[src/rtl/core/prd_pkg.sv]
// ----------------------------------------------------------------------------
// prd_pkg
// Shared types and constants for the pulse rate detector
// ----------------------------------------------------------------------------
package prd_pkg;

  // configuration register indexes
  localparam logic [2:0] REG_ALPHA     = 3'd0;
  localparam logic [2:0] REG_THRESHOLD = 3'd1;
  localparam logic [2:0] REG_MIN_INT   = 3'd2;
  localparam logic [2:0] REG_MAX_INT   = 3'd3;
  localparam logic [2:0] REG_TIMEOUT   = 3'd4;

  // register reset values
  localparam logic [16:0] ALPHA_RST     = 17'd13107;
  localparam logic [17:0] THRESHOLD_RST = 18'd256;
  localparam logic [15:0] MIN_INT_RST   = 16'd300;
  localparam logic [15:0] MAX_INT_RST   = 16'd2000;
  localparam logic [15:0] TIMEOUT_RST   = 16'd3000;

  // alpha of one in Q1.16
  localparam logic [16:0] ALPHA_ONE = 17'd65536;

  // beats per minute from an interval in ms
  localparam logic [15:0] MS_PER_MIN = 16'd60000;
  localparam logic [7:0]  BPM_SAT    = 8'd255;

  // one count in Q10.8, added to the low value for a flat window
  localparam logic [18:0] FLAT_SPAN = 19'd256;

  typedef enum logic [3:0] {
    ST_IDLE,
    ST_FILT,
    ST_UPD,
    ST_PEAK,
    ST_DIV,
    ST_SCAN_INIT,
    ST_SCAN,
    ST_FINISH
  } state_t;

endpackage

[src/rtl/core/pulse_rate_detector.sv]
// ----------------------------------------------------------------------------
// pulse_rate_detector
// Low-pass filter, slope peak detector and window min/max over pulse samples
// ----------------------------------------------------------------------------
// One item is taken at a time. A sample while measuring passes through the
// filter and peak step (one multiply), the scan set-up, the min/max scan of
// the N filled window entries (WINDOW_DEPTH once full), the scan drain, the
// result load and the idle state that takes the next item. A peak that yields
// a new interval adds a bit-serial divide of 60000 before the scan set-up.
// The min/max scan, one entry a cycle through the single read port of the
// history memory, dominates the time per item. A toggle or a sample while
// stopped skips the filter and costs the scan alone. The finished result
// sits in an output register, so the next item may be taken while it waits
// for its transfer; a result that is still waiting there holds the following
// one in its last state. Unwritten history entries count as zero through a
// fill count, so no clearing pass is needed after reset.
// ----------------------------------------------------------------------------
module pulse_rate_detector
  import prd_pkg::*;
#(
  parameter int WINDOW_DEPTH = 128
) (
  input  logic        clk,
  input  logic        rst_n,

  // configuration writes
  input  logic        cfg_wr_en,
  input  logic [2:0]  cfg_index,
  input  logic [17:0] cfg_wdata,

  // item input
  input  logic        in_valid,
  output logic        in_stall,
  input  logic        in_mode,
  input  logic [9:0]  in_sample,
  input  logic [31:0] in_time_ms,

  // result output
  output logic        out_valid,
  input  logic        out_stall,
  output logic        out_running,
  output logic [7:0]  out_rate_bpm,
  output logic [17:0] out_smoothed,
  output logic [17:0] out_window_low,
  output logic [18:0] out_window_high
);

  localparam int AW   = (WINDOW_DEPTH > 1) ? $clog2(WINDOW_DEPTH) : 1;
  localparam int CNTW = $clog2(WINDOW_DEPTH + 1);

  // configuration
  logic [16:0] alpha_r;
  logic [17:0] thr_r;
  logic [15:0] min_int_r;
  logic [15:0] max_int_r;
  logic [15:0] timeout_r;

  // sequencer
  state_t state_r, state_nxt;

  // detector state
  logic        active_r;
  logic [17:0] filtered_r;
  logic [17:0] prev_r;
  logic [7:0]  beats_r;
  logic [31:0] last_peak_r;
  logic        await_r;

  // item held while it is worked on
  logic [9:0]  sample_r;
  logic [31:0] time_r;

  // filter product
  logic signed [36:0] prod_r;

  // divider
  logic [15:0] dvd_r;
  logic [15:0] dsr_r;
  logic [15:0] rem_r;
  logic [3:0]  div_cnt_r;

  // history window
  logic [17:0]     hist_mem [WINDOW_DEPTH];
  logic [17:0]     rd_data_r;
  logic [AW-1:0]   wp_r;
  logic [CNTW-1:0] cnt_r;
  logic [CNTW-1:0] ra_r;
  logic            rv_r;
  logic [17:0]     lo_r;
  logic [17:0]     hi_r;
  logic            seen_r;

  // output register
  logic        out_valid_r;
  logic        out_running_r;
  logic [7:0]  out_bpm_r;
  logic [17:0] out_smoothed_r;
  logic [17:0] out_low_r;
  logic [18:0] out_high_r;

  // control strobes
  logic in_xfer;
  logic hist_we;
  logic out_load;

  // shared datapath terms
  logic [16:0]        alpha_sat;
  logic signed [18:0] filt_diff;
  logic [20:0]        filt_sum;
  logic [17:0]        filt_new;
  logic signed [19:0] delta;
  logic signed [19:0] thr_s;
  logic               rise;
  logic               fall;
  logic [31:0]        interval;
  logic               div_go;
  logic [31:0]        since_peak;
  logic [16:0]        div_trial;
  logic               div_bit;
  logic               scan_done;
  logic               scan_issue;
  logic [18:0]        high_fix;

  // --------------------------------------------------------------------------
  // arithmetic
  // --------------------------------------------------------------------------

  // a*x + (1-a)*f == f + a*(x - f): a single signed multiply, floor by shift
  assign alpha_sat = (alpha_r > ALPHA_ONE) ? ALPHA_ONE : alpha_r;
  assign filt_diff = $signed({1'b0, sample_r, 8'b0}) - $signed({1'b0, filtered_r});
  assign filt_sum  = {3'b000, filtered_r} + prod_r[36:16];
  assign filt_new  = filt_sum[17:0];

  // slope against the previous filtered value
  assign delta = $signed({2'b00, filtered_r}) - $signed({2'b00, prev_r});
  assign thr_s = $signed({2'b00, thr_r});
  assign rise  = !await_r && (delta > thr_s);
  assign fall  = await_r && (delta < -thr_s);

  // interval to the previous peak, only with a peak on record
  assign interval = time_r - last_peak_r;
  assign div_go   = rise && (last_peak_r != 32'd0) &&
                    (interval > {16'd0, min_int_r}) &&
                    (interval < {16'd0, max_int_r});
  assign since_peak = time_r - last_peak_r;

  // restoring divide, one quotient bit a cycle
  assign div_trial = {rem_r, dvd_r[15]};
  assign div_bit   = div_trial >= {1'b0, dsr_r};

  // scan over the filled part of the window
  assign scan_issue = ra_r < cnt_r;
  assign scan_done  = !scan_issue && !rv_r;
  assign high_fix   = (hi_r == lo_r) ? ({1'b0, lo_r} + FLAT_SPAN) : {1'b0, hi_r};

  // --------------------------------------------------------------------------
  // sequencer
  // --------------------------------------------------------------------------
  always_comb begin
    state_nxt = state_r;
    unique case (state_r)
      ST_IDLE: begin
        if (in_xfer) begin
          state_nxt = (!in_mode && active_r) ? ST_FILT : ST_SCAN_INIT;
        end
      end
      ST_FILT:      state_nxt = ST_UPD;
      ST_UPD:       state_nxt = ST_PEAK;
      ST_PEAK:      state_nxt = div_go ? ST_DIV : ST_SCAN_INIT;
      ST_DIV: begin
        if (div_cnt_r == 4'd15) begin
          state_nxt = ST_SCAN_INIT;
        end
      end
      ST_SCAN_INIT: state_nxt = ST_SCAN;
      ST_SCAN: begin
        if (scan_done) begin
          state_nxt = ST_FINISH;
        end
      end
      ST_FINISH: begin
        if (out_load) begin
          state_nxt = ST_IDLE;
        end
      end
      default:      state_nxt = ST_IDLE;
    endcase
  end

  always_comb begin
    in_stall = (state_r != ST_IDLE);
    in_xfer  = in_valid && (state_r == ST_IDLE);
    hist_we  = (state_r == ST_UPD);
    out_load = (state_r == ST_FINISH) && (!out_valid_r || !out_stall);
  end

  always_ff @(posedge clk) begin
    if (!rst_n) begin
      state_r <= ST_IDLE;
    end else begin
      state_r <= state_nxt;
    end
  end

  // --------------------------------------------------------------------------
  // configuration registers
  // --------------------------------------------------------------------------
  always_ff @(posedge clk) begin
    if (!rst_n) begin
      alpha_r   <= ALPHA_RST;
      thr_r     <= THRESHOLD_RST;
      min_int_r <= MIN_INT_RST;
      max_int_r <= MAX_INT_RST;
      timeout_r <= TIMEOUT_RST;
    end else if (cfg_wr_en) begin
      unique case (cfg_index)
        REG_ALPHA:     alpha_r   <= cfg_wdata[16:0];
        REG_THRESHOLD: thr_r     <= cfg_wdata;
        REG_MIN_INT:   min_int_r <= cfg_wdata[15:0];
        REG_MAX_INT:   max_int_r <= cfg_wdata[15:0];
        REG_TIMEOUT:   timeout_r <= cfg_wdata[15:0];
        default: begin
        end
      endcase
    end
  end

  // --------------------------------------------------------------------------
  // detector state: filter, peak logic and divider
  // --------------------------------------------------------------------------
  always_ff @(posedge clk) begin
    if (!rst_n) begin
      active_r    <= 1'b0;
      filtered_r  <= '0;
      prev_r      <= '0;
      beats_r     <= '0;
      last_peak_r <= '0;
      await_r     <= 1'b0;
      wp_r        <= '0;
      cnt_r       <= '0;
    end else begin
      unique case (state_r)
        ST_IDLE: begin
          // toggle clears the peak tracking but keeps filter and window
          if (in_xfer && in_mode) begin
            active_r    <= !active_r;
            beats_r     <= '0;
            last_peak_r <= '0;
            await_r     <= 1'b0;
          end
        end
        ST_UPD: begin
          filtered_r <= filt_new;
          wp_r       <= (wp_r == AW'(WINDOW_DEPTH - 1)) ? '0 : wp_r + 1'b1;
          if (cnt_r != CNTW'(WINDOW_DEPTH)) begin
            cnt_r <= cnt_r + 1'b1;
          end
        end
        ST_PEAK: begin
          prev_r <= filtered_r;
          if (rise) begin
            await_r     <= 1'b1;
            last_peak_r <= time_r;
          end else begin
            if (fall) begin
              await_r <= 1'b0;
            end
            // a fresh peak leaves zero elapsed time, so only here
            if (since_peak > {16'd0, timeout_r}) begin
              beats_r <= '0;
            end
          end
        end
        ST_DIV: begin
          // quotient above 255 saturates
          if (div_cnt_r == 4'd15) begin
            beats_r <= ({dvd_r[14:0], div_bit} > {8'd0, BPM_SAT}) ?
                       BPM_SAT : {dvd_r[6:0], div_bit};
          end
        end
        default: begin
        end
      endcase
    end
  end

  // item capture, product and divider datapath
  always_ff @(posedge clk) begin
    if (in_xfer) begin
      sample_r <= in_sample;
      time_r   <= in_time_ms;
    end
    if (state_r == ST_FILT) begin
      prod_r <= $signed({1'b0, alpha_sat}) * filt_diff;
    end
    if (state_r == ST_PEAK) begin
      dvd_r     <= MS_PER_MIN;
      dsr_r     <= interval[15:0];
      rem_r     <= '0;
      div_cnt_r <= '0;
    end else if (state_r == ST_DIV) begin
      rem_r     <= div_bit ? 16'(div_trial - {1'b0, dsr_r}) : div_trial[15:0];
      dvd_r     <= {dvd_r[14:0], div_bit};
      div_cnt_r <= div_cnt_r + 1'b1;
    end
  end

  // --------------------------------------------------------------------------
  // history memory and min/max scan
  // --------------------------------------------------------------------------
  always_ff @(posedge clk) begin
    if (hist_we) begin
      hist_mem[wp_r] <= filt_new;
    end
    rd_data_r <= hist_mem[ra_r[AW-1:0]];
  end

  always_ff @(posedge clk) begin
    if (!rst_n) begin
      rv_r <= 1'b0;
      ra_r <= '0;
    end else if (state_r == ST_SCAN_INIT) begin
      rv_r <= 1'b0;
      ra_r <= '0;
    end else if (state_r == ST_SCAN) begin
      rv_r <= scan_issue;
      if (scan_issue) begin
        ra_r <= ra_r + 1'b1;
      end
    end
  end

  // entries never written count as zero: while filling, the scan is seeded with zero
  always_ff @(posedge clk) begin
    if (state_r == ST_SCAN_INIT) begin
      lo_r   <= '0;
      hi_r   <= '0;
      seen_r <= (cnt_r != CNTW'(WINDOW_DEPTH));
    end else if (state_r == ST_SCAN && rv_r) begin
      seen_r <= 1'b1;
      if (!seen_r || rd_data_r < lo_r) begin
        lo_r <= rd_data_r;
      end
      if (!seen_r || rd_data_r > hi_r) begin
        hi_r <= rd_data_r;
      end
    end
  end

  // --------------------------------------------------------------------------
  // output register
  // --------------------------------------------------------------------------
  always_ff @(posedge clk) begin
    if (!rst_n) begin
      out_valid_r <= 1'b0;
    end else if (out_load) begin
      out_valid_r <= 1'b1;
    end else if (!out_stall) begin
      out_valid_r <= 1'b0;
    end
  end

  always_ff @(posedge clk) begin
    if (out_load) begin
      out_running_r  <= active_r;
      out_bpm_r      <= beats_r;
      out_smoothed_r <= filtered_r;
      out_low_r      <= lo_r;
      out_high_r     <= high_fix;
    end
  end

  assign out_valid       = out_valid_r;
  assign out_running     = out_running_r;
  assign out_rate_bpm    = out_bpm_r;
  assign out_smoothed    = out_smoothed_r;
  assign out_window_low  = out_low_r;
  assign out_window_high = out_high_r;

endmodule

[config.mk]
export PLATFORM = sky130hd
export DESIGN_NAME = pulse_rate_detector
export DESIGN_NICKNAME = d
export VERILOG_FILES = /design/src/rtl/core/prd_pkg.sv /design/src/rtl/core/pulse_rate_detector.sv
export SDC_FILE = /design/constraint.sdc
export NUM_CORES = 2
export LEC_CHECK = 0
export ABC_AREA = 1
export BUFFER_PORTS_ARGS = -buffer_cell sky130_fd_sc_hd__buf_2
export CAP_MARGIN = 20
export CORE_MARGIN = 2
export CORE_UTILIZATION = 44
export CTS_BUF_LIST = sky130_fd_sc_hd__clkbuf_8
export DETAILED_ROUTE_END_ITERATION = 7
export SETUP_SLACK_MARGIN = 0.15
export SYNTH_ARGS = -nofsm -noshare
export SYNTH_HDL_FRONTEND = slang
export SYNTH_SLANG_ARGS = --single-unit
[constraint.sdc]
create_clock -name clk -period 8.8 [get_ports clk]
set_clock_uncertainty 0.2 [all_clocks]
set_input_delay 0.88 -clock clk [delete_from_list [all_inputs] [get_ports clk]]
set_output_delay 0.88 -clock clk [all_outputs]
set_load 0.05 [all_outputs]
==> summary.md <==
| Metric | Value |
|---|---|
| Drt via density | `5.716` |
| Slowest-stage cell, CP | `fa_1` |
| Commonest non-fill, non-tap cell in the layout | `edfxtp_1` |
| Post-Synth Simple-Gate Area | `10.58%` |
| Critical path fanouts, max | `10` |
| Reg-to-reg setup timing slack | `0.76 ns` |
| Critical path endpoint | `prod_r[30]` |
| Most used cell along the critical path | `nand2_1` |
| H-Tree Depth | `5` |
| CTS Buf Count | `438` |
| Share of layout cells above drive strength 1 | `9.868%` |
| # IOs | `135` |
| Post-synthesis mux area share | `0%` |
| Worst R2R Start | `filtered_r[9]` |
| Final Routed Wirelength | `372.4 mm` |
| Worst-Margin Slew | `1.270 ns` |
| Antenna viol nets, final | `0` |
| Mapped Area | `124200 um^2` |
| Max Root-Sink Buffers | `4` |
| Synth Warn # | `0` |
| Worst Hold Depth | `3` |
| Status | `finished, final reports clean` |
| Largest net degree at the start of global routing | `180` |
| Synth Area in Adders | `8.064%` |
| Drc violations | `0` |
| Final Max Slew Viols | `0` |
| CTS tree | `done` |
| DRT iter0 DRCs | `9645` |
| Die Footprint | `286600 um^2` |
| Post-DP Area | `130300 um^2` |
| FP Rows | `195` |
| Min Clock Period, post-route | `8.037 ns` |
| Max cap viols | `0` |
| Syn_area_per_cell | `11.40 um^2` |
| Postcts setup bufs | `0` |
| WP data arrival | `8.60 ns` |
| Dpl ws | `0.6180 ns` |
| Final Cell Area | `139100 um^2` |
| CP Capture Type | `register` |
| XOR/XNOR share of the synthesized area | `0.9093%` |
| Synth Instances | `10896` |
| Antenna violations before repair | `23` |
| Most frequent cells in the layout | `edfxtp_1 (2445), nor2_1 (1549), o21ai_0 (1391)` |
| Worst EP required | `9.37 ns` |
| Detailed-route via count | `87484` |
| Ys async rst share | `0%` |
| Final Setup Violations | `0` |
| EDFF count, synth | `2445` |
| Yosys cell types | `67` |
| CTS root buffer | `clkbuf_8` |
| Initial core utilization | `44.13%` |
| Area grow syn2layout | `11.93%` |
| Detail Placement HPWL | `229.4 mm` |
| Crit path kind | `register to register` |
| Unrepaired setup endpoints after global routing | `no` |
| Gr usage total | `25.41%` |
| CTS clk-pin slew, worst paths | `0.06 ns` |
| Die Wd | `535.4 um` |
| Mapped Nets | `11581` |
| Vias in the first global route | `84377` |
| Max_slew headroom | `14.42%` |
| Achievable Freq | `124.4 MHz` |
| Setup total negative slack | `0 ns` |
| Die extent in y | `535.4 um` |
| Worst path max stage delay | `0.73 ns` |
| Worst-Skew Late Latency | `1.06 ns` |
| R2r worst-path depth | `30` |
| Most used DFF post-synth | `edfxtp_1` |
| Worst hold slack | `0.07384 ns` |
| Crit start category | `register` |
| Largest family of logic cells by synthesized area | `compound AO/OA/AOI/OAI gates` |
| Reg2reg end | `prod_r[30]` |
| Min-Delay Path Class | `input port to register` |
| Fin. Hold Viols | `0` |
| First-pass GRT wire length | `547.2 mm` |
| Total gr overflow | `0` |
| Synth Area in Compound Gates | `12.10%` |
| Post-route clock period utilization | `91.33%` |
| Pre-antenna DRT Iters | `8` |
| Number of port buffers | `134` |
| Wire length per cell | `24.33 um` |
| Core region area | `281600 um^2` |
| CP Launch Point | `filtered_r[9]` |
| Clock Sinks | `2724` |
| Sequential fraction of the synthesis area | `63.59%` |
| Worst setup margin | `0.7632 ns` |
| Nets@finish | `11895` |
| Synth Register Bits | `2724` |
| Routability cong. | `0.9239` |
[routing by layer]
| metal | up-vias | GRT usage (%) | wire length (um) |
|---|---|---|---|
| li1 | 39294 | - | - |
| met1 | 43735 | 35.67 | 157100 |
| met2 | 3850 | 40.09 | 170600 |
| met3 | 603 | 4.302 | 32050 |
| met4 | 2 | 8.577 | 12600 |
| met5 | - | 0 | 8 |
[cell usage after synthesis (3+ instances only)]
| cell type | count | area, um^2 |
|---|---|---|
| o21ai_1 | 3 | 15.01 |
| a22oi_1 | 9 | 67.56 |
| a2111oi_0 | 3 | 26.28 |
| o21bai_1 | 12 | 90.09 |
| o31ai_1 | 4 | 30.03 |
| nand3_1 | 280 | 1401 |
| o21a_1 | 9 | 67.56 |
| nor2_2 | 13 | 81.33 |
| nor2_4 | 3 | 33.78 |
| a221o_1 | 3 | 30.03 |
| nand3_2 | 4 | 40.04 |
| a211oi_1 | 17 | 127.6 |
| o211ai_1 | 80 | 600.6 |
| nor3_1 | 45 | 225.2 |
| nand2_2 | 26 | 162.7 |
| clkbuf_1 | 488 | 1832 |
| inv_2 | 13 | 48.80 |
| dfxtp_1 | 279 | 5585 |
| a311oi_1 | 3 | 26.28 |
| ha_1 | 308 | 3854 |
| nor4_1 | 22 | 137.6 |
| nor2_1 | 1649 | 6190 |
| or2_2 | 4 | 25.02 |
| xnor2_1 | 31 | 271.5 |
| nand2_1 | 1118 | 4197 |
| nand3b_1 | 5 | 37.54 |
| fa_1 | 308 | 6166 |
| edfxtp_1 | 2445 | 73420 |
| nand4_1 | 83 | 519.3 |
| buf_2 | 78 | 390.4 |
| clkinv_1 | 16 | 60.06 |
| xor2_1 | 98 | 858.3 |
| a21oi_2 | 3 | 26.28 |
| o21ai_0 | 1394 | 6977 |
| a21o_1 | 7 | 52.55 |
| a31oi_1 | 42 | 262.8 |
| a221oi_1 | 13 | 113.9 |
| inv_1 | 917 | 3442 |
| buf_1 | 22 | 82.58 |
| o22ai_1 | 355 | 2221 |
| a21oi_1 | 418 | 2092 |
| o221ai_1 | 237 | 2076 |
[worst max-delay path, delay by kind of cell, from the launching register on]
kind,cells,cell delay [ns]
buffers and inverters,4,0.36
flip-flops,1,0.38
AO/OA/AOI/OAI,5,1.10
AND/OR/NAND/NOR,12,1.62
XOR/XNOR,1,0.15
adder cells (fa/ha/maj),8,3.98
[flip-flops by register name (all words and copies together) (netlist names), 19 cells and up]
signal and flops:
time_r 32, hist_mem 2304, out_window_high 19, last_peak_r 32
[worst min-delay path by stage]
stage	slack [ns]	from	to
2_1_floorplan	0.21	beats_r[0]	out_rate_bpm[0]
3_3_place_gp	0.22	beats_r[1]	out_rate_bpm[1]
3_5_place_dp	0.22	beats_r[1]	out_rate_bpm[1]
4_1_cts	0.003	cfg_wdata[11]	timeout_r[11]
5_1_grt	0.02	cfg_wdata[11]	timeout_r[11]
6_report	0.07	cfg_wdata[11]	timeout_r[11]
[logic make-up after synthesis]
family	count (synthesis)
compound gates	2626
xor+xnor	129
fa+ha+maj	616
buf+inv	1539
flops	2724
simple gates	3262
[metrics by stage]
step,cells,util [%]
2_1_floorplan,10896,-
5_1_grt,15301,49.39
3_3_place_gp,14427,46.16
6_report,15304,49.39
3_5_place_dp,14447,46.29
4_1_cts,15287,49.32
[area by class of cell]
type	count	area, um^2
timing repair buffer	467	3875
fill	24988	142500
antenna	8	20.02
clock inverter	322	1609
inverter	946	3583
multi-input combinational	6633	39940
tap	3743	4683
sequential	2724	79020
clock buffer	461	6345
[what timing repair did]
| item | in CTS | in global routing |
|---|---|---|
| endpoints found under the setup margin | 0 | 4 |
| resized for setup | 0 | 1 |
| hold buffers | 57 | 0 |
| hold endpoints to repair | 70 | 0 |
Power is left out: the tool's default activity adds up to more than one toggle a clock period on the data nets, which glitch-free logic cannot reach.
